[src/hw/rtl/ssq_pkg.sv]
// Shared types, constants and register indexes for the servo sweep sequencer.
// Used by the channel interfaces and every module of the block; no dependencies.
`default_nettype none

package ssq_pkg;

	localparam int unsigned ANGLE_W   = 8;
	localparam int unsigned AMP_W     = 8;
	localparam int unsigned REPEAT_W  = 7;
	localparam int unsigned PERIOD_W  = 16;
	localparam int unsigned TIME_W    = 32;
	localparam int unsigned STEP_W    = 8;
	localparam int unsigned CFG_IDX_W = 2;
	localparam int unsigned CFG_DATA_W = 16;
	localparam int unsigned MAX_CMDS  = 5;
	localparam int unsigned CNT_W     = $clog2(MAX_CMDS + 1);
	localparam int unsigned IDX_W     = $clog2(MAX_CMDS);

	localparam logic [ANGLE_W-1:0] ANGLE_MAX = ANGLE_W'(180);

	localparam logic [ANGLE_W-1:0]  CENTER_RST = ANGLE_W'(90);
	localparam logic [AMP_W-1:0]    AMP_RST    = AMP_W'(30);
	localparam logic [REPEAT_W-1:0] REPEAT_RST = REPEAT_W'(3);
	localparam logic [PERIOD_W-1:0] PERIOD_RST = PERIOD_W'(200);

	localparam logic [1:0] OP_TICK      = 2'd0;
	localparam logic [1:0] OP_REQUEST   = 2'd1;
	localparam logic [1:0] OP_CLEARANCE = 2'd2;

	localparam logic [1:0] CMD_WRITE  = 2'd0;
	localparam logic [1:0] CMD_ATTACH = 2'd1;
	localparam logic [1:0] CMD_DETACH = 2'd2;

	localparam logic [CFG_IDX_W-1:0] REG_CENTER = 2'd0;
	localparam logic [CFG_IDX_W-1:0] REG_AMP    = 2'd1;
	localparam logic [CFG_IDX_W-1:0] REG_REPEAT = 2'd2;
	localparam logic [CFG_IDX_W-1:0] REG_PERIOD = 2'd3;

	typedef struct packed {
		logic [ANGLE_W-1:0]  center_angle;
		logic [AMP_W-1:0]    swing_amplitude;
		logic [REPEAT_W-1:0] swing_repeats;
		logic [PERIOD_W-1:0] step_period_ms;
	} cfg_t;

	typedef struct packed {
		logic [1:0]        opcode;
		logic [TIME_W-1:0] time_ms;
		logic              clearance;
	} item_t;

	typedef struct packed {
		logic [1:0]         command;
		logic [ANGLE_W-1:0] angle;
	} servo_cmd_t;

	typedef struct packed {
		logic [CNT_W-1:0] count;
		servo_cmd_t [MAX_CMDS-1:0] entry;
	} cmd_list_t;

endpackage

`default_nettype wire

[src/hw/rtl/ssq_if.sv]
// Valid/ready channel interfaces for input items and servo commands.
// Depends on ssq_pkg for field widths.
`default_nettype none

interface ssq_in_if;
	logic                            valid;
	logic                            ready;
	logic [1:0]                      opcode;
	logic [ssq_pkg::TIME_W-1:0]      time_ms;
	logic                            clearance;

	modport source (output valid, output opcode, output time_ms, output clearance, input ready);
	modport sink (input valid, input opcode, input time_ms, input clearance, output ready);
endinterface

interface ssq_out_if;
	logic                            valid;
	logic                            ready;
	logic [1:0]                      command;
	logic [ssq_pkg::ANGLE_W-1:0]     angle;
	logic                            last;

	modport source (output valid, output command, output angle, output last, input ready);
	modport sink (input valid, input command, input angle, input last, output ready);
endinterface

`default_nettype wire

[src/hw/rtl/ssq_core.sv]
// Sequencer state and per-item command generation for the servo sweep sequencer.
// Depends on ssq_pkg; produces the full command list of one item in one pass.
`default_nettype none

module ssq_core (
	input  wire logic               clk,
	input  wire logic               arst_n,
	input  wire ssq_pkg::cfg_t      cfg,
	input  wire ssq_pkg::item_t     item,
	input  wire logic               advance,
	output ssq_pkg::cmd_list_t      list
);

	function automatic logic [ssq_pkg::ANGLE_W-1:0] clamp_angle(input logic signed [9:0] a);
		logic [ssq_pkg::ANGLE_W-1:0] r;
		if (a < 0) begin
			r = '0;
		end else if (a > $signed({2'b00, ssq_pkg::ANGLE_MAX})) begin
			r = ssq_pkg::ANGLE_MAX;
		end else begin
			r = a[ssq_pkg::ANGLE_W-1:0];
		end
		return r;
	endfunction

	logic                          allow_q, req_q, act_q, att_q;
	logic [ssq_pkg::TIME_W-1:0]    next_q;
	logic [ssq_pkg::STEP_W-1:0]    step_q;

	logic                          allow_n, req_n, act_n, att_n;
	logic [ssq_pkg::TIME_W-1:0]    next_n;
	logic [ssq_pkg::STEP_W-1:0]    step_n;

	logic [ssq_pkg::TIME_W-1:0]    sched;
	logic [ssq_pkg::TIME_W-1:0]    diff;
	logic [ssq_pkg::STEP_W-1:0]    total;
	logic [ssq_pkg::STEP_W-1:0]    final_idx;
	logic [ssq_pkg::STEP_W-1:0]    sc;
	logic signed [9:0]             c10, a10, target;
	logic [ssq_pkg::ANGLE_W-1:0]   center_c;
	logic                          stop;
	logic [ssq_pkg::CNT_W-1:0]     n;

	assign sched     = item.time_ms + ssq_pkg::TIME_W'(cfg.step_period_ms);
	assign final_idx = {cfg.swing_repeats, 1'b0};
	assign total     = final_idx + ssq_pkg::STEP_W'(1);
	assign c10       = $signed({2'b00, cfg.center_angle});
	assign a10       = $signed({2'b00, cfg.swing_amplitude});
	assign center_c  = clamp_angle(c10);

	always_comb begin
		allow_n = allow_q;
		req_n   = req_q;
		act_n   = act_q;
		att_n   = att_q;
		next_n  = next_q;
		step_n  = step_q;
		sc      = step_q;
		diff    = '0;
		target  = c10;
		stop    = 1'b0;
		n       = '0;
		list    = '0;
		unique case (item.opcode)
			ssq_pkg::OP_TICK: begin
				if (req_q && allow_q && !act_q) begin
					req_n = 1'b0;
					act_n = 1'b1;
					sc    = '0;
					if (!att_q) begin
						list.entry[n[ssq_pkg::IDX_W-1:0]] = '{ssq_pkg::CMD_ATTACH, '0};
						n = n + 1'b1;
					end
					att_n = 1'b1;
					list.entry[n[ssq_pkg::IDX_W-1:0]] = '{ssq_pkg::CMD_WRITE, center_c};
					n = n + 1'b1;
					next_n = sched;
				end
				diff = item.time_ms - next_n;
				if (act_n && !diff[ssq_pkg::TIME_W-1]) begin
					next_n = sched;
					if (sc >= total) begin
						stop = 1'b1;
					end else begin
						if (sc == final_idx) begin
							target = c10;
						end else if (!sc[0]) begin
							target = c10 + a10;
						end else begin
							target = c10 - a10;
						end
						if (att_n) begin
							list.entry[n[ssq_pkg::IDX_W-1:0]] =
								'{ssq_pkg::CMD_WRITE, clamp_angle(target)};
							n = n + 1'b1;
						end
						sc = sc + 1'b1;
						if (sc >= total) begin
							stop = 1'b1;
						end
					end
					if (stop) begin
						act_n = 1'b0;
						if (att_n) begin
							list.entry[n[ssq_pkg::IDX_W-1:0]] = '{ssq_pkg::CMD_WRITE, center_c};
							n = n + 1'b1;
							list.entry[n[ssq_pkg::IDX_W-1:0]] = '{ssq_pkg::CMD_DETACH, '0};
							n = n + 1'b1;
							att_n = 1'b0;
						end
					end
				end
				step_n = sc;
			end
			ssq_pkg::OP_REQUEST: begin
				req_n = 1'b1;
			end
			ssq_pkg::OP_CLEARANCE: begin
				allow_n = item.clearance;
				if (!item.clearance) begin
					req_n = 1'b0;
					act_n = 1'b0;
					if (att_q) begin
						if (act_q) begin
							list.entry[n[ssq_pkg::IDX_W-1:0]] = '{ssq_pkg::CMD_WRITE, center_c};
							n = n + 1'b1;
						end
						list.entry[n[ssq_pkg::IDX_W-1:0]] = '{ssq_pkg::CMD_DETACH, '0};
						n = n + 1'b1;
						att_n = 1'b0;
					end
				end
			end
			default: begin
			end
		endcase
		list.count = n;
	end

	always_ff @(posedge clk or negedge arst_n) begin
		if (!arst_n) begin
			allow_q <= 1'b0;
			req_q   <= 1'b0;
			act_q   <= 1'b0;
			att_q   <= 1'b0;
			next_q  <= '0;
			step_q  <= '0;
		end else if (advance) begin
			allow_q <= allow_n;
			req_q   <= req_n;
			act_q   <= act_n;
			att_q   <= att_n;
			next_q  <= next_n;
			step_q  <= step_n;
		end
	end

endmodule

`default_nettype wire

[src/hw/rtl/ssq_emit.sv]
// Result register of the servo sweep sequencer: holds one item's command list
// and presents it one beat per cycle while the receiver is ready. Depends on ssq_pkg and ssq_out_if.
`default_nettype none

module ssq_emit (
	input  wire logic                clk,
	input  wire logic                arst_n,
	input  wire logic                load,
	input  wire ssq_pkg::cmd_list_t  list,
	output logic                     can_load,
	ssq_out_if.source                result
);

	ssq_pkg::servo_cmd_t [ssq_pkg::MAX_CMDS-1:0] ent_q;
	logic [ssq_pkg::CNT_W-1:0]                   rem_q;
	logic [ssq_pkg::IDX_W-1:0]                   idx_q;
	logic                                        pop;

	assign pop      = result.valid && result.ready;
	assign can_load = (rem_q == '0) || ((rem_q == ssq_pkg::CNT_W'(1)) && result.ready);

	assign result.valid   = (rem_q != '0);
	assign result.command = ent_q[idx_q].command;
	assign result.angle   = ent_q[idx_q].angle;
	assign result.last    = (rem_q == ssq_pkg::CNT_W'(1));

	always_ff @(posedge clk) begin
		if (load) begin
			ent_q <= list.entry;
		end
	end

	always_ff @(posedge clk or negedge arst_n) begin
		if (!arst_n) begin
			rem_q <= '0;
			idx_q <= '0;
		end else if (load) begin
			rem_q <= list.count;
			idx_q <= '0;
		end else if (pop) begin
			rem_q <= rem_q - 1'b1;
			idx_q <= (rem_q == ssq_pkg::CNT_W'(1)) ? '0 : idx_q + 1'b1;
		end
	end

endmodule

`default_nettype wire

[src/hw/rtl/servo_sweep_sequencer.sv]
// Top level of the servo sweep sequencer: configuration registers, input
// register and assertions. Depends on ssq_pkg, ssq_if, ssq_core and ssq_emit.
//
// Usage: input items (tick, run request, clearance) arrive as beats on the
// item channel; servo commands (write angle, attach, detach) leave as beats
// on the result channel, with last set on the final command of each item.
// Registers are written through cfg_we/cfg_index/cfg_data while the block is
// idle. An accepted item sits in the input register until the result register
// can load; then its whole command list (zero to five commands) is built in one
// pass and loaded into the result register, which presents its first command.
// Commands leave one per cycle while the receiver is ready. The next item waits
// in the input register meanwhile and moves on at the edge where the last
// command of the previous item leaves, so a new item is accepted in every
// cycle only while each item causes at most one command and the receiver is
// ready. When the receiver stalls, the result register holds its beat, the
// input register fills and item.ready falls. Reset clears all run state and
// flags and loads the register reset values.
`default_nettype none

module servo_sweep_sequencer (
	input  wire logic                               clk,
	input  wire logic                               arst_n,
	input  wire logic                               cfg_we,
	input  wire logic [ssq_pkg::CFG_IDX_W-1:0]      cfg_index,
	input  wire logic [ssq_pkg::CFG_DATA_W-1:0]     cfg_data,
	ssq_in_if.sink                                  item,
	ssq_out_if.source                               result
);

	ssq_pkg::cfg_t      cfg_q;
	ssq_pkg::item_t     item_s1;
	logic               valid_s1;
	logic               advance;
	logic               can_load;
	ssq_pkg::cmd_list_t list;

	always_ff @(posedge clk or negedge arst_n) begin
		if (!arst_n) begin
			cfg_q.center_angle    <= ssq_pkg::CENTER_RST;
			cfg_q.swing_amplitude <= ssq_pkg::AMP_RST;
			cfg_q.swing_repeats   <= ssq_pkg::REPEAT_RST;
			cfg_q.step_period_ms  <= ssq_pkg::PERIOD_RST;
		end else if (cfg_we) begin
			unique case (cfg_index)
				ssq_pkg::REG_CENTER: cfg_q.center_angle <= cfg_data[ssq_pkg::ANGLE_W-1:0];
				ssq_pkg::REG_AMP:    cfg_q.swing_amplitude <= cfg_data[ssq_pkg::AMP_W-1:0];
				ssq_pkg::REG_REPEAT: cfg_q.swing_repeats <= cfg_data[ssq_pkg::REPEAT_W-1:0];
				ssq_pkg::REG_PERIOD: cfg_q.step_period_ms <= cfg_data[ssq_pkg::PERIOD_W-1:0];
				default: begin
				end
			endcase
		end
	end

	assign advance    = valid_s1 && can_load;
	assign item.ready = !valid_s1 || advance;

	always_ff @(posedge clk) begin
		if (item.valid && item.ready) begin
			item_s1.opcode    <= item.opcode;
			item_s1.time_ms   <= item.time_ms;
			item_s1.clearance <= item.clearance;
		end
	end

	always_ff @(posedge clk or negedge arst_n) begin
		if (!arst_n) begin
			valid_s1 <= 1'b0;
		end else if (item.ready) begin
			valid_s1 <= item.valid;
		end
	end

	ssq_core u_core (
		.clk     (clk),
		.arst_n  (arst_n),
		.cfg     (cfg_q),
		.item    (item_s1),
		.advance (advance),
		.list    (list)
	);

	ssq_emit u_emit (
		.clk      (clk),
		.arst_n   (arst_n),
		.load     (advance),
		.list     (list),
		.can_load (can_load),
		.result   (result)
	);

	a_stall_blocks_input: assert property (@(posedge clk) disable iff (!arst_n)
		valid_s1 && !can_load |-> !item.ready)
		else $error("Input accepted while the held item cannot move on.");

	a_list_bounded: assert property (@(posedge clk) disable iff (!arst_n)
		advance |-> list.count <= ssq_pkg::CNT_W'(ssq_pkg::MAX_CMDS))
		else $error("Command list longer than the result register.");

	a_detach_last: assert property (@(posedge clk) disable iff (!arst_n)
		result.valid && result.command == ssq_pkg::CMD_DETACH |-> result.last)
		else $error("Detach is not the final command of its item.");

	a_attach_not_last: assert property (@(posedge clk) disable iff (!arst_n)
		result.valid && result.command == ssq_pkg::CMD_ATTACH |-> !result.last)
		else $error("Attach is not followed by a center write.");

endmodule

`default_nettype wire

[src/flat_wrapper.sv]
// flat-port wrapper written by rule: the top's interface ports become plain ports
module servo_sweep_sequencer_flat 
  (clk, arst_n, cfg_we, cfg_index, cfg_data, item_valid, item_opcode, item_time_ms, item_clearance, item_ready, result_valid, result_command, result_angle, result_last, result_ready);
  ssq_in_if item_i ();
  ssq_out_if result_i ();
  input  wire logic clk;
  input  wire logic arst_n;
  input  wire logic cfg_we;
  input  wire logic [ssq_pkg::CFG_IDX_W-1:0] cfg_index;
  input  wire logic [ssq_pkg::CFG_DATA_W-1:0] cfg_data;
  input wire logic [$bits(item_i.valid)-1:0] item_valid;
  input wire logic [$bits(item_i.opcode)-1:0] item_opcode;
  input wire logic [$bits(item_i.time_ms)-1:0] item_time_ms;
  input wire logic [$bits(item_i.clearance)-1:0] item_clearance;
  output wire logic [$bits(item_i.ready)-1:0] item_ready;
  output wire logic [$bits(result_i.valid)-1:0] result_valid;
  output wire logic [$bits(result_i.command)-1:0] result_command;
  output wire logic [$bits(result_i.angle)-1:0] result_angle;
  output wire logic [$bits(result_i.last)-1:0] result_last;
  input wire logic [$bits(result_i.ready)-1:0] result_ready;
  assign item_i.valid = item_valid;
  assign item_i.opcode = item_opcode;
  assign item_i.time_ms = item_time_ms;
  assign item_i.clearance = item_clearance;
  assign item_ready = item_i.ready;
  assign result_valid = result_i.valid;
  assign result_command = result_i.command;
  assign result_angle = result_i.angle;
  assign result_last = result_i.last;
  assign result_i.ready = result_ready;
  servo_sweep_sequencer u_core (.clk(clk), .arst_n(arst_n), .cfg_we(cfg_we), .cfg_index(cfg_index), .cfg_data(cfg_data), .item(item_i), .result(result_i));
endmodule
[config.mk]
export PLATFORM = sky130hd
export DESIGN_NAME = servo_sweep_sequencer_flat
export DESIGN_NICKNAME = d
export VERILOG_FILES = /design/src/hw/rtl/ssq_pkg.sv /design/src/hw/rtl/ssq_if.sv /design/src/hw/rtl/ssq_core.sv /design/src/hw/rtl/ssq_emit.sv /design/src/hw/rtl/servo_sweep_sequencer.sv /design/src/flat_wrapper.sv
export SDC_FILE = /design/constraint.sdc
export NUM_CORES = 1
export LEC_CHECK = 0
export BUFFER_PORTS_ARGS = -buffer_cell sky130_fd_sc_hd__buf_2
export CAP_MARGIN = 20
export CORE_MARGIN = 2
export CORE_UTILIZATION = 45
export DETAILED_ROUTE_END_ITERATION = 12
export GPL_TIMING_DRIVEN = 0
export HOLD_SLACK_MARGIN = 0.1
export REMOVE_ABC_BUFFERS = 1
export SETUP_SLACK_MARGIN = 0.2
export SYNTH_ARGS = -nofsm -noshare
export SYNTH_HDL_FRONTEND = slang
export SYNTH_SLANG_ARGS = --single-unit
[constraint.sdc]
create_clock -name clk -period 5.8 [get_ports clk]
set_input_delay 1.16 -clock clk [delete_from_list [all_inputs] [get_ports clk]]
set_output_delay 1.16 -clock clk [all_outputs]
set_load 0.05 [all_outputs]
# Word level (Yosys, flattened, before mapping)
# Cells that the tools add are included.
[totals] regBits=175 latchBits=0 ram_bits=0 mem_bits_ro=0 inputBits=58 output_inout_bits=13 word_cells=198 mem_count=0
[op_classes] addsub=13 mul=0 div=0 order_cmp=17 n_eq_ne=9 shift=0 mux=95 n_bitwise=6 reduce_logical=32
[ops] op="2-to-1 mux 50 bit" count=11
[ops] op="2-to-1 mux 10 bit" count=16
[ops] op="bitwise mux 50 bit" count=3
[ops] op="demux 10 bit (select 3 bit)" count=5
[ops] op="2-to-1 mux 8 bit" count=13
[ops] op="one-hot mux 50 bit (2 select lines)" count=1
[ops] op="2-to-1 mux 32 bit" count=3
[ops] op="NOT 45 bit" count=2
[ops] op="2-to-1 mux 3 bit" count=21
[ops] op="bitwise AND 45 bit" count=1
[ops] op="bitwise AND 9 x 45 -> 45 bit" count=1
[ops] op="adder 32 x 16 -> 32 bit" count=1
[ops] op="subtractor 32 bit" count=1
[ops] op="binary-select mux 10 bit (select 3 bit)" count=1
[ops] op="< comparator 3 x 4 -> 1 bit, second input constant" count=6
[ops] op="adder 3 x 1 -> 3 bit, second input constant" count=6
[ops] op="adder 8 x 1 -> 8 bit, second input constant" count=2
[ops] op=">= comparator 8 bit" count=2
[ops] op="2-to-1 mux 1 bit" count=16
[ops] op=">= comparator 3 x 1 -> 1 bit, second input constant" count=5
[ops] op="logical AND 1 bit" count=12
[ops] op="AND reduction 2 bit" count=6
[ops] op="greater-than comparator 10 x 9 -> 1 bit, second input constant" count=1
[ops] op="< comparator 10 x 1 -> 1 bit, second input constant" count=1
[ops] op="other kinds (24)" count=35

# Longest topological paths before layout
[depth] ltp_word=27 ltp_mapped=23 mapped_depth_nobuf=22

# Hierarchy
# A second synthesis with hierarchy kept.
[unflattened] hier_cells=1158 area_unflattened_um2=11818.8
[modules_own_cells] mod="ssq_core" n_inst=1 cells_per_inst=874 area_per_inst_um2=6860.3 seq_area_each_um2=1101.1
[modules_own_cells] mod="servo_sweep_sequencer" n_inst=1 cells_per_inst=123 area_per_inst_um2=2587.5 seq_area_each_um2=2068.2
[modules_own_cells] mod="ssq_emit" n_inst=1 cells_per_inst=161 area_per_inst_um2=2371.0 seq_area_each_um2=1651.6

# Worst setup path after synthesis
# OpenSTA, ideal clock, no wires.
[synth_timing] path_type="register -> register" from="register u_core.item_s1[1] (netlist bit)" to="register u_core.u_emit.ent_q[2] (netlist bit) (data pin)" setup_ns=0.284 arrival_ns=4.880 required_ns=5.516 setup_slack_ns=0.637 path_stages_with_launch=23 n_path_buf=1 synth_period_minus_slack_ns=5.163 path_cell_list="edfxtp_1 -> ha_1 -> inv_1 -> fa_1 -> nor2b_1 -> o21a_1 -> o21ai_0 -> a2111o_1 -> a31oi_1 -> nand2_1 -> nor3_1 -> xor2_1 -> mux2i_1 -> ha_1 -> nand4_1 -> or4_1 -> o221ai_1 -> a21oi_2 -> xor2_2 -> buf_4 -> a31oi_1 -> a311oi_4 -> o32ai_2"
[synth_between] elab_chain_len=8
[synth_lines] element="from (decl)" line="servo_sweep_sequencer.sv:31" text="ssq_pkg::item_t item_s1;"
[synth_lines] element="adder 32 x 16 -> 32 bit" line="ssq_core.sv:44" text="assign sched = item.time_ms + ssq_pkg::TIME_W'(cfg.step_period_ms);"
[synth_lines] element="2-to-1 mux 32 bit" line="ssq_core.sv:66" text="if (req_q && allow_q && !act_q) begin"
[synth_lines] element="2-to-1 mux 32 bit" line="ssq_core.sv:64" text="unique case (item.opcode)"
[synth_lines] element="subtractor 32 bit (*)" line="ssq_core.sv:79" text="diff = item.time_ms - next_n;"
[synth_lines] element="zero test 1 bit (*)" line="ssq_core.sv:80" text="if (act_n && !diff[ssq_pkg::TIME_W-1]) begin"
[synth_lines] element="logical AND 1 bit (*)" line="ssq_core.sv:80"
[synth_lines] element="2-to-1 mux 50 bit (*)" line="ssq_core.sv:80"
[synth_lines] element="one-hot mux 50 bit (2 select lines) (*)" line="ssq_core.sv:64"
[synth_lines] element="to (signal assigned)" line="ssq_emit.sv:29" text="ent_q <= list.entry;"
[synth_lines] element="to (decl)" line="ssq_emit.sv:14" text="ssq_pkg::servo_cmd_t [ssq_pkg::MAX_CMDS-1:0] ent_q;"
# Every way passes the cells marked *; elsewhere a longest branch is shown, timed or not. The select of a mux whose other input is x is not followed.
# A chain may end at the register's enable or synchronous reset.

# Worst setup path in the final report
# Ends and elaborated chain as after synthesis.

==> metrics list <==
* Final setup violation count: 0
- STA classifies the critical path startpoint as a flop.
* Power density normalized to cell area: roughly 540 nW/um^2
- Between clock sinks in the finished design, the worst skew comes to ~0.018 ns.
- After detailed routing, the number of vias per cell comes to between 5 and 6.
- Worst slew pin tran: ~1.2 ns
* Antenna violations before repair: 1
- The via count of the first global-routing pass was between 8,000 and 9,000.
- Across all hold checks on the routed design, the worst slack comes to between 0.4 and 0.5 ns.
* Max rail drop VDD: between 0.2 and 0.3 mV
- In this design, the stage delay of the slowest critical-path cell is approximately 0.43 ns.
- Maximum number of pins on one net before global-route repair: between 50 and 60
* Worst Min Path Start: u_core.u_core.next_q[29]
* Average instance area after synthesis: between 10 and 15 um^2
- Detailed placement finished with a half-perimeter wire length of 18,600 um.
- After clock tree synthesis, the clock-pin slew on the worst setup and hold paths is about 0.080 ns.
* # DRC: 0
* Most frequent cell on the critical path: a21o_1
* Wire length of the first global-routing pass: 42,600 um
- Insertion delay of the later-clocked pin in the worst-skew pair: 0.45 ns
- The worst setup path is of the flop to flop kind.
- STA puts the critical path data required time at between 6 and 7 ns.
* Share of the yosys chip area belonging to registers: 0.419
- The H-tree was split into 4 levels.
* Global-route usage over all layers: 0.204
- The repair_antennas step left the layout with diodes totalling 0.
- The routed layout has 8,327 vias.
- Vertical die dimension: approximately 160 um
- Once detail routing completed, the nets flagged for antenna violations numbered 0.
- Final critical-path setup slack: slightly above 0.4 ns
* Total number of nets in the final design: about 1,300
- The synthesized netlist occupies a cell area of roughly 11,000 um^2.
- Internal power contribution: 3810 uW
- Detailed-route wire length per cell: 17.6 um
- The filler cells instantiated in the layout total 2,194.
- In the synthesized netlist the dominant register cell turns out to be edfxtp_1.
- Total placed cells including tap cells: between 1,000 and 1,500
- During synthesis, Yosys emitted a total of 0 warnings.
- The first detailed-routing pass took 5 iterations.
- The share of total power dissipated in combinational logic is 0.551.
- Counting flops with an async set or reset pin after synthesis yields a share of 0.526.
- The run finished with clean final reports.
- Number of standard cells after synthesis: 1,054
- Fraction of synthesized cell area taken by the top area cell type: 0.217
* Final weighted congestion in routability-driven placement: slightly below 0.9
* Relative contribution of the clock network to total power: 0.165
* FF/Latch Area: 4700 um^2
* Signed area change from the synthesized netlist to the final layout: 15.2%
- Switching Power: 3130 uW
- STA classifies the critical path endpoint as a flop.
- Number of buffers inserted during clock tree synthesis: 17
* Slowest cell on crit path: a2111o_1
* Fraction of power consumed by sequential logic: 0.284
- The final-report hold violation count is 0.
* Remaining max-slew budget at the tightest pin: 0.183
- Setup slack on the worst reg-to-reg path comes out at 0.41 ns.
- MaxCap Viol Count: 0
* Count of cell types in the netlist: about 90
* Fin. max-slew vios: 0
- For this design the static power due to leakage is about 0.0053 uW.
* CTS Root Buffer Type: clkbuf_16
- In this run, synthesis produced a sequential element count of ~170.
- The initialized floorplan defines 57 standard-cell rows.
- Counting cells, the worst reg-to-reg path comes to 24.
- Once layout is complete, the cells apart from fillers number about 1,500.
- Minimum clock period after layout: around 5.4 ns
- In this run, the number of DRC markers left after iteration 0 of detailed routing was 560.
- Width of the die: 162 um
- Summed over all layers, the global routing overflow is 0.
- Arrival time worst endpoint: between 5 and 6 ns
- Initial cell density of the core: 0.460
- Layout cells sized above 1: 0.241
- After routing the design area is between 10,000 and 15,000 um^2.
- Detailed-route wire length: around 26,000 um
* Period utilization: 0.929
* Largest cells by area after synthesis: edfxtp_1, dfrtp_1, ha_1, mux2_2, mux2i_1
* Clock buffer depth: 2
- Overall die area: 26,200 um^2
- Static timing analysis puts the maximum clock frequency at 186 MHz.
- Summing all multi-input logic gate instances after layout gives ~6300 um^2.
- The worst register-to-register path ends at u_core.u_emit.ent_q[2].
* Largest fanout on the critical path: 8
- Count of input and output buffers: 70
- WHS Endpoint: u_core.u_core.next_q[29]
- TritonCTS built the clock tree.
- The biggest area contributor in the post-synthesis netlist is edfxtp_1.
- Top Ports: 71
* Placed cell area: roughly 12,000 um^2
- Worst slack after detailed placement: -1.25 ns
- The floorplan step defined a core boundary enclosing ~24,000 um^2.
- RSZ-0062 raised after global routing: no
- Startpoint of the worst register-to-register path: u_core.item_s1[1]
* Cell-by-cell trace of the critical path: ha_2 > inv_1 > fa_2 > nor2b_1 > o21a_1 > o21ai_2 > a2111o_1 > a31oi_4 > buf_6 > nand3_1 > xor2_1 > nor2_1 > a21oi_2 > ha_1 > a21o_1 > a21o_1 > a221oi_2 > o221ai_4 > a21oi_4 > xor2_4 > buf_12 > o211ai_1 > or3_4 > o32ai_4
- Counting instances, the worst hold path has a depth of 1.
- The synthesized design contains 81 enable-type register cells.
- Switch share: 0.451
* Type of the tightest min-delay check: flop to flop
* Clock sink total: approximately 170
## metal layers
layer | GRT usage | vias up | wire [um]
met4 | 0.0656 | 2 | 377
li1 | - | 4105 | -
met2 | 0.308 | 191 | 11400
met5 | 0 | - | 11
met3 | 0.0317 | 19 | 1110
met1 | 0.302 | 4010 | 13000
## critical path: cells and delay by family (launching register included)
kind                     cells  cell delay, ns
adder cells (fa/ha/maj)      3            0.85
flip-flops                   1            0.36
AND/OR/NAND/NOR              4            0.78
buffers and inverters        3            0.36
XOR/XNOR                     2            0.39
AO/OA/AOI/OAI               12            2.47
## registers in the layout (all words and copies together) (netlist names), 3 cells and up
register              cells
u_core.cfg_q             39
u_core.item_s1           35
u_core.u_core.next_q     32
u_core.u_core.step_q      8
u_core.u_emit.ent_q      46
u_core.u_emit.idx_q       3
u_core.u_emit.rem_q       3
## cells in the final DEF (no fill, tap or decap), drive strengths merged, types with 15 or more instances in the layout
cell type | synthesis | layout
mux2i | 39 | 39
o21ai | 43 | 43
inv | 67 | 72
nor3 | 22 | 22
a21oi | 68 | 68
edfxtp | 81 | 81
nand2 | 81 | 81
xnor2 | 23 | 23
mux2 | 64 | 64
dfrtp | 77 | 77
buf | 19 | 96
ha | 86 | 86
and2 | 15 | 15
xor2 | 16 | 16
o21a | 18 | 18
nor2 | 60 | 60
nand3 | 33 | 33
clkbuf | 16 | 18
## per-stage QoR
| step | utilization | power [uW] | setup TNS, ns |
|---|---|---|---|
| 3_5_place_dp | 0.490 | 5460 | -69.71 |
| 2_1_floorplan | - | 4580 | -8.98 |
| 6_report | 0.530 | 6940 | 0 |
| 3_3_place_gp | 0.485 | 5390 | -112.25 |
| 5_1_grt | 0.530 | 7470 | 0 |
| 4_1_cts | 0.524 | 6840 | 0 |
## power groups by stage
stage	Sequential, uW	Combinational (uW)	Clock (uW)
finish	1970	3830	1140
global route	2030	4220	1220
CTS	1970	3690	1180
detailed placement	2000	3470	0
global placement	2000	3390	0
floorplan	1910	2670	0
## cells by family (layout without fill, tap and decap cells)
| logic type | Yosys count | in the layout | share of synthesized area |
|---|---|---|---|
| multiplexers | 112 | 112 | 0.117 |
| other | 1 | 8 | 0.000334 |
| flip-flops | 171 | 171 | 0.419 |
| XOR/XNOR | 39 | 39 | 0.0311 |
| buffers and inverters | 103 | 197 | 0.0392 |
| adder cells (fa/ha/maj) | 90 | 90 | 0.103 |
| AND/OR/NAND/NOR | 291 | 291 | 0.131 |
| AO/OA/AOI/OAI | 247 | 247 | 0.160 |
## how the worst max path moves through the flow
stage | from | slack (ns) | end | cells after the start
floorplan | u_core.item_s1[1] | -0.32 | u_core.u_core.next_q[0] | 21
global route | u_core.item_s1[1] | 0.16 | u_core.u_emit.ent_q[2] | 24
global placement | u_core.item_s1[1] | -2.17 | u_core.u_core.next_q[24] | 21
detailed placement | u_core.item_s1[1] | -1.25 | u_core.u_core.next_q[24] | 22
CTS | u_core.item_s1[1] | 0.21 | u_core.u_emit.ent_q[2] | 22
finish | u_core.item_s1[1] | 0.41 | u_core.u_emit.ent_q[2] | 24
## layout make-up
class                           count  share of cell area
Multi-Input combinational cell    787               0.487
Sequential cell                   171               0.364
Timing Repair Buffer               97              0.0510
Clock buffer                       17              0.0329
Tap cell                          324              0.0314
Inverter                           68              0.0203
Clock inverter                     15              0.0137
## synth_stat cells (4+ instances only)
cell       n
o21bai_1   4
nor4_1     9
fa_1       4
xnor2_1   23
buf_4      4
nand2_1   79
mux2_2    63
and2_1    15
dfstp_2   13
nand2b_1   8
nor3b_1    5
clkbuf_1  15
and3_1    10
o22ai_1   14
a211o_1    5
a31oi_1   10
o21a_1    18
mux2i_1   39
nand4_1   14
nor2b_1   13
a221oi_1   7
edfxtp_1  81
buf_1      6
a211oi_1   8
o211ai_1   7
nor3_1    21
xor2_1    15
o21ai_0   41
ha_1      86
a21oi_2    4
nand3_1   32
a21oi_1   64
nor2_1    58
mux4_2     9
a221o_1    4
buf_2      6
a21o_1    12
inv_1     65
dfrtp_1   77
## what timing repair did
item / 4_1_cts / 5_1_grt
hold buffers: 0 / 0
pin swaps: 15 / 12
gates resized for setup: 25 / 15
buffers inserted: 16 / 4
cloned: 0 / 2
endpoints found under the setup margin: 82 / 76
(Power assumes the default switching activity.)
